[src/aed_pkg.sv]
// shared constants for the activity end detector
package aed_pkg;

   // default converter width
   localparam int SAMPLE_BITS_DEF = 10;

   // field widths
   localparam int TICK_BITS  = 16;
   localparam int PHASE_BITS = 3;
   localparam int CSR_ADDR_BITS = 4;
   localparam int CSR_DATA_BITS = 32;

   // register reset values
   localparam int THRESHOLD_RESET = 512;
   localparam logic [TICK_BITS-1:0] TO_ARMED_RESET = 16'd60;
   localparam logic [TICK_BITS-1:0] TO_IDLE_RESET  = 16'd10;
   localparam logic [TICK_BITS-1:0] TO_ALARM_RESET = 16'd120;

   // register indexes (word address)
   localparam logic [1:0] REG_THRESHOLD = 2'd0;
   localparam logic [1:0] REG_TO_ARMED  = 2'd1;
   localparam logic [1:0] REG_TO_IDLE   = 2'd2;
   localparam logic [1:0] REG_TO_ALARM  = 2'd3;

   // item kind
   localparam logic MODE_TICK   = 1'b0;
   localparam logic MODE_SAMPLE = 1'b1;

endpackage

[src/aed_req_if.sv]
// input channel: tick or converter sample
interface aed_req_if #(
   parameter int SAMPLE_BITS = aed_pkg::SAMPLE_BITS_DEF
);
   logic                   valid;
   logic                   ready;
   logic                   mode;
   logic [SAMPLE_BITS-1:0] sample;
   logic                   alert_busy;

   modport source (output valid, mode, sample, alert_busy, input ready);
   modport sink   (input valid, mode, sample, alert_busy, output ready);
endinterface

[src/aed_rsp_if.sv]
// result channel: phase, elapsed seconds and alarm pulse
interface aed_rsp_if;
   logic                           valid;
   logic                           ready;
   logic [aed_pkg::PHASE_BITS-1:0] phase;
   logic [aed_pkg::TICK_BITS-1:0]  elapsed;
   logic                           alarm_fire;

   modport source (output valid, phase, elapsed, alarm_fire, input ready);
   modport sink   (input valid, phase, elapsed, alarm_fire, output ready);
endinterface

[src/activity_end_detector_fsm_unit.sv]
// activity end detector: phase machine with tick counting and apb registers
// an accepted item goes from the input register to the result register, where the result is taken
// throughput: one transaction per cycle while the result register is not held by rsp_ch.ready low
// an input register and a result register part the two channels
// reset (synchronous, active high): phase idle, counters zero, registers at defaults
module activity_end_detector_fsm_unit #(
   parameter int SAMPLE_BITS = aed_pkg::SAMPLE_BITS_DEF
) (
   input  logic                               clock,
   input  logic                               reset,
   aed_req_if.sink                            req_ch,
   aed_rsp_if.source                          rsp_ch,
   input  logic                               csr_psel,
   input  logic                               csr_penable,
   input  logic                               csr_pwrite,
   input  logic [aed_pkg::CSR_ADDR_BITS-1:0]  csr_paddr,
   input  logic [aed_pkg::CSR_DATA_BITS-1:0]  csr_pwdata,
   output logic [aed_pkg::CSR_DATA_BITS-1:0]  csr_prdata,
   output logic                               csr_pready
);
   import aed_pkg::*;

   typedef enum logic [PHASE_BITS-1:0] {
      PH_IDLE   = 3'd0,
      PH_ARM    = 3'd1,
      PH_DISARM = 3'd2,
      PH_ARMED  = 3'd3,
      PH_ALARM  = 3'd4
   } phase_type;

   localparam logic [TICK_BITS-1:0] TICK_MAX = {TICK_BITS{1'b1}};

   // configuration registers
   logic [SAMPLE_BITS-1:0] threshold_ff;
   logic [TICK_BITS-1:0]   to_armed_ff;
   logic [TICK_BITS-1:0]   to_idle_ff;
   logic [TICK_BITS-1:0]   to_alarm_ff;

   // input register
   logic                   in_valid_ff;
   logic                   in_mode_ff;
   logic [SAMPLE_BITS-1:0] in_sample_ff;
   logic                   in_busy_ff;

   // machine state
   phase_type              phase_ff, phase_in;
   logic [TICK_BITS-1:0]   elapsed_ff, elapsed_in;
   logic [TICK_BITS-1:0]   saved_ff, saved_in;
   logic                   fire_in;

   // result register
   logic                   out_valid_ff;
   logic [PHASE_BITS-1:0]  out_phase_ff;
   logic [TICK_BITS-1:0]   out_elapsed_ff;
   logic                   out_fire_ff;

   logic advance;
   logic csr_write;
   logic [1:0] csr_index;
   logic level_high;

   // pipeline flow control
   assign advance      = in_valid_ff && (!out_valid_ff || rsp_ch.ready);
   assign req_ch.ready = !in_valid_ff || advance;

   assign rsp_ch.valid      = out_valid_ff;
   assign rsp_ch.phase      = out_phase_ff;
   assign rsp_ch.elapsed    = out_elapsed_ff;
   assign rsp_ch.alarm_fire = out_fire_ff;

   // apb register access
   assign csr_pready = 1'b1;
   assign csr_index  = csr_paddr[3:2];
   assign csr_write  = csr_psel && csr_penable && csr_pwrite;

   always_comb begin
      case (csr_index)
         REG_THRESHOLD: csr_prdata = CSR_DATA_BITS'(threshold_ff);
         REG_TO_ARMED:  csr_prdata = CSR_DATA_BITS'(to_armed_ff);
         REG_TO_IDLE:   csr_prdata = CSR_DATA_BITS'(to_idle_ff);
         REG_TO_ALARM:  csr_prdata = CSR_DATA_BITS'(to_alarm_ff);
         default:       csr_prdata = '0;
      endcase
   end

   always_ff @(posedge clock) begin
      if (reset) begin
         threshold_ff <= SAMPLE_BITS'(THRESHOLD_RESET);
         to_armed_ff  <= TO_ARMED_RESET;
         to_idle_ff   <= TO_IDLE_RESET;
         to_alarm_ff  <= TO_ALARM_RESET;
      end else if (csr_write) begin
         case (csr_index)
            REG_THRESHOLD: threshold_ff <= csr_pwdata[SAMPLE_BITS-1:0];
            REG_TO_ARMED:  to_armed_ff  <= csr_pwdata[TICK_BITS-1:0];
            REG_TO_IDLE:   to_idle_ff   <= csr_pwdata[TICK_BITS-1:0];
            REG_TO_ALARM:  to_alarm_ff  <= csr_pwdata[TICK_BITS-1:0];
            default: ;
         endcase
      end
   end

   // next phase and elapsed time
   assign level_high = (in_sample_ff >= threshold_ff);

   always_comb begin
      phase_in   = phase_ff;
      elapsed_in = elapsed_ff;
      saved_in   = saved_ff;
      fire_in    = 1'b0;
      if (in_mode_ff == MODE_TICK) begin
         // saturating one-second count
         if (elapsed_ff != TICK_MAX) begin
            elapsed_in = elapsed_ff + 1'b1;
         end
      end else if (!in_busy_ff) begin
         case (phase_ff)
            PH_IDLE: begin
               if (level_high) begin
                  phase_in = PH_ARM;
               end
               elapsed_in = '0;
            end
            PH_ARM: begin
               if (elapsed_ff >= to_armed_ff) begin
                  phase_in   = PH_ARMED;
                  elapsed_in = '0;
               end else if (!level_high) begin
                  saved_in   = elapsed_ff;
                  phase_in   = PH_DISARM;
                  elapsed_in = '0;
               end
            end
            PH_DISARM: begin
               if (elapsed_ff >= to_idle_ff) begin
                  phase_in   = PH_IDLE;
                  elapsed_in = '0;
               end else if (level_high) begin
                  // short dropout resumes with the saved arming time
                  phase_in   = PH_ARM;
                  elapsed_in = saved_ff;
               end
            end
            PH_ARMED: begin
               if (level_high) begin
                  elapsed_in = '0;
               end else if (elapsed_ff >= to_alarm_ff) begin
                  phase_in   = PH_ALARM;
                  elapsed_in = '0;
               end
            end
            PH_ALARM: begin
               fire_in    = 1'b1;
               phase_in   = PH_IDLE;
               elapsed_in = '0;
            end
            default: begin
               phase_in = PH_IDLE;
            end
         endcase
      end
   end

   // state, input register and result register
   always_ff @(posedge clock) begin
      if (reset) begin
         in_valid_ff  <= 1'b0;
         out_valid_ff <= 1'b0;
         phase_ff     <= PH_IDLE;
         elapsed_ff   <= '0;
         saved_ff     <= '0;
      end else begin
         if (req_ch.ready) begin
            in_valid_ff <= req_ch.valid;
         end
         if (advance) begin
            out_valid_ff <= 1'b1;
            phase_ff     <= phase_in;
            elapsed_ff   <= elapsed_in;
            saved_ff     <= saved_in;
         end else if (rsp_ch.ready) begin
            out_valid_ff <= 1'b0;
         end
      end
      if (req_ch.valid && req_ch.ready) begin
         in_mode_ff   <= req_ch.mode;
         in_sample_ff <= req_ch.sample;
         in_busy_ff   <= req_ch.alert_busy;
      end
      if (advance) begin
         out_phase_ff   <= phase_in;
         out_elapsed_ff <= elapsed_in;
         out_fire_ff    <= fire_in;
      end
   end

`ifndef SYNTHESIS
   // an alarm pulse always lands the machine in idle with a cleared count
   a_fire_goes_idle: assert property (@(posedge clock) disable iff (reset)
      (out_valid_ff && out_fire_ff) |->
         (out_phase_ff == PH_IDLE && out_elapsed_ff == '0))
      else $error("alarm pulse without return to idle");

   // a tick never changes the phase
   a_tick_keeps_phase: assert property (@(posedge clock) disable iff (reset)
      (advance && in_mode_ff == MODE_TICK) |=> (phase_ff == $past(phase_ff)))
      else $error("tick changed the phase");

   // input stalls only when both registers are full and the result is held
   a_stall_only_when_full: assert property (@(posedge clock) disable iff (reset)
      !req_ch.ready |-> (in_valid_ff && out_valid_ff && !rsp_ch.ready))
      else $error("input stalled without backpressure");
`endif

endmodule
[src/flat_wrapper.sv]
// flat-port wrapper written by rule: the top's interface ports become plain ports
module activity_end_detector_fsm_unit_flat import aed_pkg::*;
#(
   parameter int SAMPLE_BITS = aed_pkg::SAMPLE_BITS_DEF
)
  (clock, reset, csr_psel, csr_penable, csr_pwrite, csr_paddr, csr_pwdata, csr_prdata, csr_pready, req_ch_valid, req_ch_mode, req_ch_sample, req_ch_alert_busy, req_ch_ready, rsp_ch_valid, rsp_ch_phase, rsp_ch_elapsed, rsp_ch_alarm_fire, rsp_ch_ready);
  aed_req_if #(.SAMPLE_BITS(SAMPLE_BITS)) req_ch_i ();
  aed_rsp_if rsp_ch_i ();
  input  logic clock;
  input  logic reset;
  input  logic csr_psel;
  input  logic csr_penable;
  input  logic csr_pwrite;
  input  logic [aed_pkg::CSR_ADDR_BITS-1:0] csr_paddr;
  input  logic [aed_pkg::CSR_DATA_BITS-1:0] csr_pwdata;
  output logic [aed_pkg::CSR_DATA_BITS-1:0] csr_prdata;
  output logic csr_pready;
  input wire logic [$bits(req_ch_i.valid)-1:0] req_ch_valid;
  input wire logic [$bits(req_ch_i.mode)-1:0] req_ch_mode;
  input wire logic [$bits(req_ch_i.sample)-1:0] req_ch_sample;
  input wire logic [$bits(req_ch_i.alert_busy)-1:0] req_ch_alert_busy;
  output wire logic [$bits(req_ch_i.ready)-1:0] req_ch_ready;
  output wire logic [$bits(rsp_ch_i.valid)-1:0] rsp_ch_valid;
  output wire logic [$bits(rsp_ch_i.phase)-1:0] rsp_ch_phase;
  output wire logic [$bits(rsp_ch_i.elapsed)-1:0] rsp_ch_elapsed;
  output wire logic [$bits(rsp_ch_i.alarm_fire)-1:0] rsp_ch_alarm_fire;
  input wire logic [$bits(rsp_ch_i.ready)-1:0] rsp_ch_ready;
  assign req_ch_i.valid = req_ch_valid;
  assign req_ch_i.mode = req_ch_mode;
  assign req_ch_i.sample = req_ch_sample;
  assign req_ch_i.alert_busy = req_ch_alert_busy;
  assign req_ch_ready = req_ch_i.ready;
  assign rsp_ch_valid = rsp_ch_i.valid;
  assign rsp_ch_phase = rsp_ch_i.phase;
  assign rsp_ch_elapsed = rsp_ch_i.elapsed;
  assign rsp_ch_alarm_fire = rsp_ch_i.alarm_fire;
  assign rsp_ch_i.ready = rsp_ch_ready;
  activity_end_detector_fsm_unit #(.SAMPLE_BITS(SAMPLE_BITS)) u_core (.clock(clock), .reset(reset), .req_ch(req_ch_i), .rsp_ch(rsp_ch_i), .csr_psel(csr_psel), .csr_penable(csr_penable), .csr_pwrite(csr_pwrite), .csr_paddr(csr_paddr), .csr_pwdata(csr_pwdata), .csr_prdata(csr_prdata), .csr_pready(csr_pready));
endmodule
[config.mk]
export PLATFORM = sky130hd
export DESIGN_NAME = activity_end_detector_fsm_unit_flat
export DESIGN_NICKNAME = d
export VERILOG_FILES = /design/src/aed_pkg.sv /design/src/aed_req_if.sv /design/src/aed_rsp_if.sv /design/src/activity_end_detector_fsm_unit.sv /design/src/flat_wrapper.sv
export SDC_FILE = /design/constraint.sdc
export NUM_CORES = 1
export LEC_CHECK = 0
export BUFFER_PORTS_ARGS = -buffer_cell sky130_fd_sc_hd__buf_2
export CORE_MARGIN = 2
export CORE_UTILIZATION = 58
export CTS_CLUSTER_DIAMETER = 80
export DETAILED_ROUTE_END_ITERATION = 10
export HOLD_SLACK_MARGIN = 0.06
export PLACE_DENSITY = 0.81
export SETUP_SLACK_MARGIN = 0.02
export SKIP_LAST_GASP = 1
export SLEW_MARGIN = 20
export SYNTH_ARGS = -nofsm -noshare
export SYNTH_HDL_FRONTEND = slang
export SYNTH_SLANG_ARGS = --single-unit
[constraint.sdc]
create_clock -name clock -period 5.55 [get_ports clock]
set_clock_uncertainty 0.2 [all_clocks]
set_input_delay 0.555 -clock clock [delete_from_list [all_inputs] [get_ports clock]]
set_output_delay 0.555 -clock clock [all_outputs]
set_load 0.02 [all_outputs]
* Yosys cells after proc, flatten, opt, wreduce, memory -nomap -nowiden
Cells that the tools add are included.
** Cells by class
- Add/sub/neg operators :: 1
- Bitwise gates (word level) :: 3
- Divide/modulo/power cells :: 0
- Eq/ne operators :: 8
- Shifts and indexed selects :: 0
- Order comparisons :: 4
- Multiplexer cells :: 23
- Reduce and logical (&&, ||, !) cells :: 18
- $mul :: 0
** Operator list (count)
- 2-to-1 mux 16 bit :: 9
- case mux 32 bit (4 select lines) :: 1
- case mux 16 bit (4 select lines) :: 1
- greater-or-equal comparator 16 bit :: 3
- 2-to-1 mux 3 bit :: 8
- adder 16 x 1 -> 16 bit, second input constant :: 1
- inequality test 16 bit, second input constant :: 1
- case mux 3 bit (4 select lines) :: 1
- greater-or-equal comparator 10 bit :: 1
- AND reduction 2 bit :: 4
- equality test 3 x 2 -> 1 bit, second input constant :: 2
- AND reduction 5 bit :: 1
- equality test 2 bit, second input constant :: 2
- logical AND 1 bit :: 4
- OR reduction 2 bit :: 2
- equality test 3 x 1 -> 1 bit, second input constant :: 1
- equality test 3 bit, second input constant :: 1
- logical NOT 3 bit :: 1
- 2-to-1 mux 1 bit :: 3
- inverter 1 bit :: 3
- equality test 2 x 1 -> 1 bit, second input constant :: 1
- logical NOT 1 bit :: 2
- logical NOT 2 bit :: 1
- logical OR 1 bit :: 2
- nonzero test 2 bit :: 1
** Word-level totals
- Register bits after elaboration :: 127
- Bits in latches :: 0
- Memories :: 0
- Bits in read-only memories :: 0
- Logic and storage cells :: 72
- Output and inout port bits :: 55
- Memory bits (writable) :: 0

* Depth between registers and ports, before layout
Gate-level depths: netlist (run 1).
- Depth after elaboration :: 6
- Mapped depth :: 13
- Depth with buffers taken out :: 10

* Least setup slack after synthesis (run 1)
No wires, ideal clock.
- Kind :: register to register
- From :: reg u_core.elapsed_ff[0]
- To :: reg u_core.saved_ff[11]
- Library setup time :: 0.128 ns
- Buffers on the path :: 3
- Arrival :: 2.611 ns
- Data required time :: 5.222 ns
- Clock period less this slack :: 2.939 ns
- Stages on the path, launching flop included :: 14
- Path slack :: 2.611 ns
- Path through :: dfxtp_1 > clkbuf_1 > inv_1 > ha_1 > nand2b_4 > a2111oi_4 > o41ai_2 > or3_1 > nor2_2 > and3_1 > buf_6 > buf_12 > mux2i_1 > nor2_1
** On the way
- Word-level cells in the longest chain between the ends :: 3
** Ends and longest elaborated chain
- start, declared :: line activity_end_detector_fsm_unit.sv:47 : logic [TICK_BITS-1:0] elapsed_ff, elapsed_in;
- start signal, assigned :: line activity_end_detector_fsm_unit.sv:179 : elapsed_ff <= elapsed_in;
- greater-or-equal comparator 16 bit :: line activity_end_detector_fsm_unit.sv:125 : if (elapsed_ff >= to_armed_ff) begin
- inverter 1 bit (no line)
- AND reduction 5 bit (no line)
- end signal, assigned :: line activity_end_detector_fsm_unit.sv:180 : saved_ff <= saved_in;
- end, declared :: line activity_end_detector_fsm_unit.sv:48 : logic [TICK_BITS-1:0] saved_ff, saved_in;
Every way passes these cells.
A chain may end at the register's enable or synchronous reset.

* Final worst setup path (run 1)
- From :: reg u_core.elapsed_ff[14]
- To :: reg u_core.saved_ff[9]
The elaborated chain is that of the path after synthesis.

==> metrics.md, run 1 <==
| Metric | Value |
|---|---|
| Post-route ant nets | 0 |
| Io pins | 110 |
| Final Hold Vio Count | 0 |
| Number of remaining DRC errors | 0 |
| Syn. warnings | 0 |
| Setup violators final | 0 |
| Max H-tree Level | 4 |
| Routed via count | 6,368 |
| Reg2reg setup slack | 1.72 ns |
| Status | finished clean |
| Initial antenna violation count | 0 |
| Post-CTS sizing | 0 |
| Clock latency on the worst-skew pair | 0.43 ns |
| Vias in the first global route | 5,940 |
| Die area | 0.0135 mm² |
| Post-Place Cells | 1,047 |
| Area contributors post-synth | dfxtp_1, edfxtp_1, ha_1 |
| Syn Area/Cell | 8.62 µm² |
| P&R area growth vs syn | 12.3% |
| Max Fclk | 261 MHz |
| WS Path Type | flop to flop |
| Worst min path class | input pin to flop |
| Post-synth EDFFs | 32 |
| Max-Cap Viols | 0 |
| VDD IR-drop max | 0.194 mV |
| Synth Register Bits | 127 |
| RSZ-0062 raised after global routing | false |
| Drt wl/cell | 17.0 µm |
| DIE HEIGHT | 116 µm |
| Cell variety after synth | 72 |
| Num CTS Buffers | 17 |
| Share of synthesized registers carrying an async set or reset | 0% |
| Rows | 40 |
| Proportion of layout cells with a drive suffix above 1 | 14.8% |
| Routed Wire Length | 18.3 mm |
| Tot GR Track Use | 28.3% |
| Post-synth top flop | dfxtp_1 |
| Root buffer cell | clkbuf_16 |
| Chip Width | 116 µm |
| Final net count | 1,012 |
| Reg2reg start | u_core.elapsed_ff[14] |
| Hold Crit Start | req_ch_sample[5] |
| Clock sink count | 127 |
| Critical Path RT | 5.63 ns |
| CTS Buffer Depth | 2 |
| Final Power | 2320 µW |
| Setup Fix Bufs, Post-CTS | 0 |
| HPWL after DPL | 12.4 mm |
| Post-Syn Instances | 847 |
| Final Worst Setup Slack | 1.72 ns |
| Leak | 0.00319 µW |
| # diodes | 0 |
| RD Place Congestion | 0.874 |
| Sequential area share after synthesis | 39.2% |
| First-pass GRT wire length | 29.2 mm |
| TNS Setup | 0 ns |
| Max transition margin | 22.6% |
| Worst Setup Start Kind | flop |
| Critical Path End Type | flop |
| GR Overflow Total | 0 |
| Cell taking the most area after synthesis | dfxtp_1 |
| Fin crit period | 3.83 ns |
| Post-CTS Hold Buffers | 0 |
| Core Box Area | 0.0122 mm² |
| Post-route insts no fill | 1,079 |
| Synth top area share | 26.1% |
| PortBufs | 74 |
| Initial core utilization | 60.0% |
| Router iterations before antenna repair | 6 |
| Largest net degree at the start of global routing | 76 |
| PwrDens | 283 mW/mm² |
| Post-Syn Area | 0.00730 mm² |
| Setup WS pre-CTS | 1.83 ns |
| Number of DRC markers in iteration 0 | 621 |
| Final Util | 67.4% |
| Clock transition at path regs | 0.06 ns |
| CTS tree | yes |
| Period utilization | 69.0% |
| Pins over their slew limit | 0 |
| CP Launch Point | u_core.elapsed_ff[14] |
| Worst-margin pin slew | 1.16 ns |
| Via-to-Cell Ratio | 5.90 |
| Critical path arrival | 3.91 ns |
| Crit-path max FO | 16 |
## sequential cells by signal, summed over array words and instances, names as in the netlist, 3 cells and up
register,cells
u_core.elapsed_ff,16
u_core.in_sample_ff,10
u_core.phase_ff,3
u_core.rsp_ch.elapsed,16
u_core.rsp_ch.phase,3
u_core.saved_ff,16
u_core.threshold_ff,10
u_core.to_alarm_ff,16
u_core.to_armed_ff,16
u_core.to_idle_ff,16
## power by group
group	switching [µW]	leakage [µW]	internal, µW	total [µW]
Combinational	168	0.00185	93.0	261
Clock	429	0.000261	629	1060
Sequential	26.2	0.00108	976	1000
## synthesized netlist by cell type (2+ instances only)
cell type / count
a41oi_1: 2
conb_1: 2
clkbuf_1: 33
buf_2: 6
buf_6: 2
nand4_1: 12
a2111oi_0: 2
or2_2: 3
nor3_1: 15
nor4_1: 2
nand2b_1: 6
o22a_1: 2
nor2b_1: 4
edfxtp_1: 32
nand3_1: 21
buf_1: 2
o21ai_0: 33
mux4_2: 10
a31oi_1: 6
nand2_1: 156
nor4_2: 2
a21o_1: 5
a211oi_1: 6
o21a_1: 7
buf_4: 17
o32ai_1: 6
o22ai_1: 2
dfxtp_1: 95
and3_1: 5
o221ai_1: 2
nor2_1: 49
a21oi_1: 85
and2_1: 4
or3_1: 3
mux2i_1: 26
a22o_1: 9
o211ai_1: 15
o2111ai_1: 2
ha_1: 59
inv_1: 65
## layer usage
layer	up-vias	global-route usage (%)	wire, µm
met5	-	0	0
met4	0	13.7	605
met3	54	6.12	1140
met2	274	46.0	8670
met1	2978	36.0	7910
li1	3062	-	-
## cells by family after synthesis
| kind of cell | Yosys count | synth area share, % |
|---|---|---|
| xor gates and xnor gates | 1 | 0.120 |
| and+or+nand+nor | 293 | 18.0 |
| buffers and inverters | 127 | 7.94 |
| adders and majority gates | 59 | 10.1 |
| DFF | 127 | 39.2 |
| AOI/OAI and AO/OA | 201 | 17.7 |
| muxes | 37 | 6.80 |
| other | 2 | 0.103 |
## path summary, 6_finish.rpt
kind / end / cells past startpoint
min reg2reg: u_core.to_idle_ff[15] / 2
max: u_core.saved_ff[9] / 9
max reg2reg: u_core.saved_ff[9] / 9
min: u_core.in_sample_ff[5] / 1
## critical path, cell delays in order, from the launching register on
cell and delay, ns:
dfxtp_1 0.61, ha_1 0.35, and3_1 0.20, o21ai_0 0.34, o41ai_2 0.18, or3_1 0.37, nor2_2 0.12, and3_1 0.94
mux2i_1 0.32, nor2_1 0.06
## metrics by stage
stage,cell area [µm²],hold WS (ns)
6_report,8200,0.0989
5_1_grt,8200,0.0845
2_1_floorplan,7360,0.236
4_1_cts,8200,0.0795
3_3_place_gp,7630,0.243
3_5_place_dp,7630,0.247
## final cells by class
type | count | area (µm²)
repair buffers | 78 | 400
inverters | 66 | 248
clock inverters | 12 | 114
well taps | 168 | 210
fillers | 1005 | 3970
clock buffers | 20 | 447
flip-flops and latches | 127 | 2860
multi-input cells | 608 | 3910
## cells in the final DEF, fill, tap and decap left out, types with 12 or more instances in the layout
cell / instances
clkbuf_16: 17
nor2_1: 49
a21oi_1: 85
dfxtp_1: 95
edfxtp_1: 32
conb_1: 17
ha_1: 59
o21ai_0: 33
nand3_1: 21
o211ai_1: 15
nand2_1: 156
mux2i_1: 26
inv_1: 65
nand4_1: 12
nor3_1: 15
buf_2: 74
No activity file was read; power rests on OpenSTA's default activity.
==> run 2: changes to the inputs <==
- clock period: 5.55 -> 3.65 ns (I/O delays scaled with it)
==> run 2 against run 1 <==
Compared with the run above: critical path type unchanged; core utilization up 3.5 points; fmax up 14%; first-iteration DRC count up 6.0%; final cell count rose by 3.4%; combinational power up 67%; final area up 5.3%; total power up 61%; worst setup slack got worse by 1.4 ns; clock-buffer cell count rose by 6; sequential cell count unchanged; non-clock buffer count is 37 higher; register-to-register slack got worse by 1.4 ns; highest routed layer unchanged.
==> metrics.md, run 2 (synthesis gave the netlist of run 1 again) <==
| Metric | Value |
|---|---|
| DIE HEIGHT | 116 µm (unchanged) |
| Setup WS pre-CTS | 0.503 ns (-1.32 ns) |
| Clock transition at path regs | 0.06 ns (about the same) |
| Via-to-Cell Ratio | 5.95 (+0.80%) |
| Number of remaining DRC errors | 0 (unchanged) |
| Worst Setup Start Kind | flop |
| Drt wl/cell | 17.3 µm (+1.9%) |
| Worst min path class | input pin to flop |
| Chip Width | 116 µm (unchanged) |
| Crit-path max FO | 9 (-7) |
| Num CTS Buffers | 17 (unchanged) |
| Max Fclk | 299 MHz (+14%) |
| Clock sink count | 127 (unchanged) |
| Rows | 40 (unchanged) |
| Worst-margin pin slew | 0.849 ns (-0.313 ns) |
| Die area | 0.0135 mm² (unchanged) |
| Number of DRC markers in iteration 0 | 658 (+6.0%) |
| Root buffer cell | clkbuf_16 |
| Post-route ant nets | 0 (unchanged) |
| Leak | 0.00340 µW (+6.8%) |
| Max H-tree Level | 4 (unchanged) |
| Final net count | 1,049 (+3.7%) |
| CTS Buffer Depth | 2 (unchanged) |
| Most frequent cells in the layout | nand2_1, dfxtp_1, a21oi_1 |
| Final Worst Setup Slack | 0.306 ns (-1.42 ns) |
| TNS Setup | 0 ns (unchanged) |
| Commonest non-fill, non-tap cell in the layout | nand2_1 |
| Router iterations before antenna repair | 5 (-1) |
| Setup violators final | 0 (unchanged) |
| WS Path Type | flop to flop |
| Io pins | 110 (unchanged) |
| Post-CTS sizing | 0 (unchanged) |
| Fillers | 937 (-6.8%) |
| HPWL after DPL | 12.8 mm (+3.0%) |
| Routed via count | 6,639 (+4.3%) |
| VDD IR-drop max | 0.278 mV (+43%) |
| Initial antenna violation count | 0 (unchanged) |
| # diodes | 0 (unchanged) |
| Tot GR Track Use | 29.5% (+1.2 points) |
| Proportion of layout cells with a drive suffix above 1 | 15.1% (+0.27 points) |
| Pins over their slew limit | 0 (unchanged) |
| PortBufs | 74 (unchanged) |
| RD Place Congestion | 0.890 (+1.9%) |
| Critical Path End Type | flop |
| Routed Wire Length | 19.3 mm (+5.4%) |
| Largest net degree at the start of global routing | 76 (unchanged) |
| P&R area growth vs syn | 18.2% |
| Final Hold Vio Count | 0 (unchanged) |
| Clock latency on the worst-skew pair | 0.44 ns (about the same) |
| Vias in the first global route | 6,282 (+5.8%) |
| Fin crit period | 3.34 ns (-0.483 ns) |
| Initial core utilization | 60.0% (unchanged) |
| Core Box Area | 0.0122 mm² (unchanged) |
| CTS tree | yes |
| RSZ-0062 raised after global routing | false |
| First-pass GRT wire length | 30.5 mm (+4.5%) |
| Critical path arrival | 3.30 ns (-0.61 ns) |
| Max transition margin | 43.4% (+21 points) |
| PwrDens | 432 mW/mm² (+53%) |
| GR Overflow Total | 0 (unchanged) |
| Period utilization | 91.6% (+23 points) |
| Status | finished clean |
| Max-Cap Viols | 0 (unchanged) |
| Critical Path RT | 3.61 ns (-2.02 ns) |
==> run 2: changes by cell type in the layout (fill, tap and decap cells not counted), moves of 2 or more <==
cell	before	now
clkbuf_8	1	4
dlygate4sd3_1	0	30
clkbuf_16	17	20
inv_4	1	3
inv_6	2	0
clkinv_4	3	1
buf_4	4	10
clkinvlp_4	4	0
==> run 2: per-layer routing <==
layer  share of wire [%]  track usage (%)  up-vias
met3                 7.6             6.95       69
li1                    -                -     3139
met5                   0                0        -
met1                  41             37.3     3110
met2                  47             47.2      321
met4                 3.9             15.2        0
==> run 2: final timing paths <==
check	cells past startpoint	to	slack, ns	start
worst min-delay path	4	u_core.threshold_ff[9]	0.24	reset
worst max register to register	10	u_core.rsp_ch.elapsed[15]	0.31	u_core.threshold_ff[4]
worst max-delay path	10	u_core.rsp_ch.elapsed[15]	0.31	u_core.threshold_ff[4]
worst min register to register	2	u_core.to_idle_ff[11]	0.26	u_core.to_idle_ff[11]
==> run 2: critical path, stage by stage, from the launching register on <==
cell,delay (ns)
dfxtp_1,0.37
inv_1,0.06
ha_1,0.33
a21oi_1,0.20
a211oi_1,0.15
a2111o_1,0.40
or3_1,0.39
o22ai_2,0.31
nand2_2,0.23
o21ai_0,0.29
a21oi_1,0.12
==> run 2: what timing repair did <==
action,CTS,global route
endpoints found under the hold margin,71,0
setup buffers,0,0
hold buffers,30,0
setup endpoints to repair,0,0
==> run 2: through the flow <==
stage               hold slack (ns)  cell area [µm²]  total power, µW  utilization [%]  cells
finish                        0.235             8630             3730             70.9   1116
global route                  0.247             8630             3840             70.9   1116
CTS                           0.213             8630             3720             70.9   1116
detailed placement            0.250             7700             1950             63.3   1054
global placement              0.243             7700             1940             63.3   1054
floorplan                     0.236             7360             1840                -    862
==> run 2: report_power, final <==
group	switching, µW	total, µW	leakage [µW]	internal, µW
Clock	636	1770	0.000313	1130
Sequential	38.3	1520	0.00108	1480
Combinational	269	436	0.00201	167
==> run 2: area by class of cell <==
type / instances / area, µm² / area share (%)
multi-input combinational: 608 / 3910 / 45.4
sequential: 127 / 2860 / 33.2
timing repair buffer: 115 / 766 / 8.88
clock buffer: 26 / 563 / 6.53
inverter: 66 / 248 / 2.87
tap: 168 / 210 / 2.44
clock inverter: 6 / 62.6 / 0.725
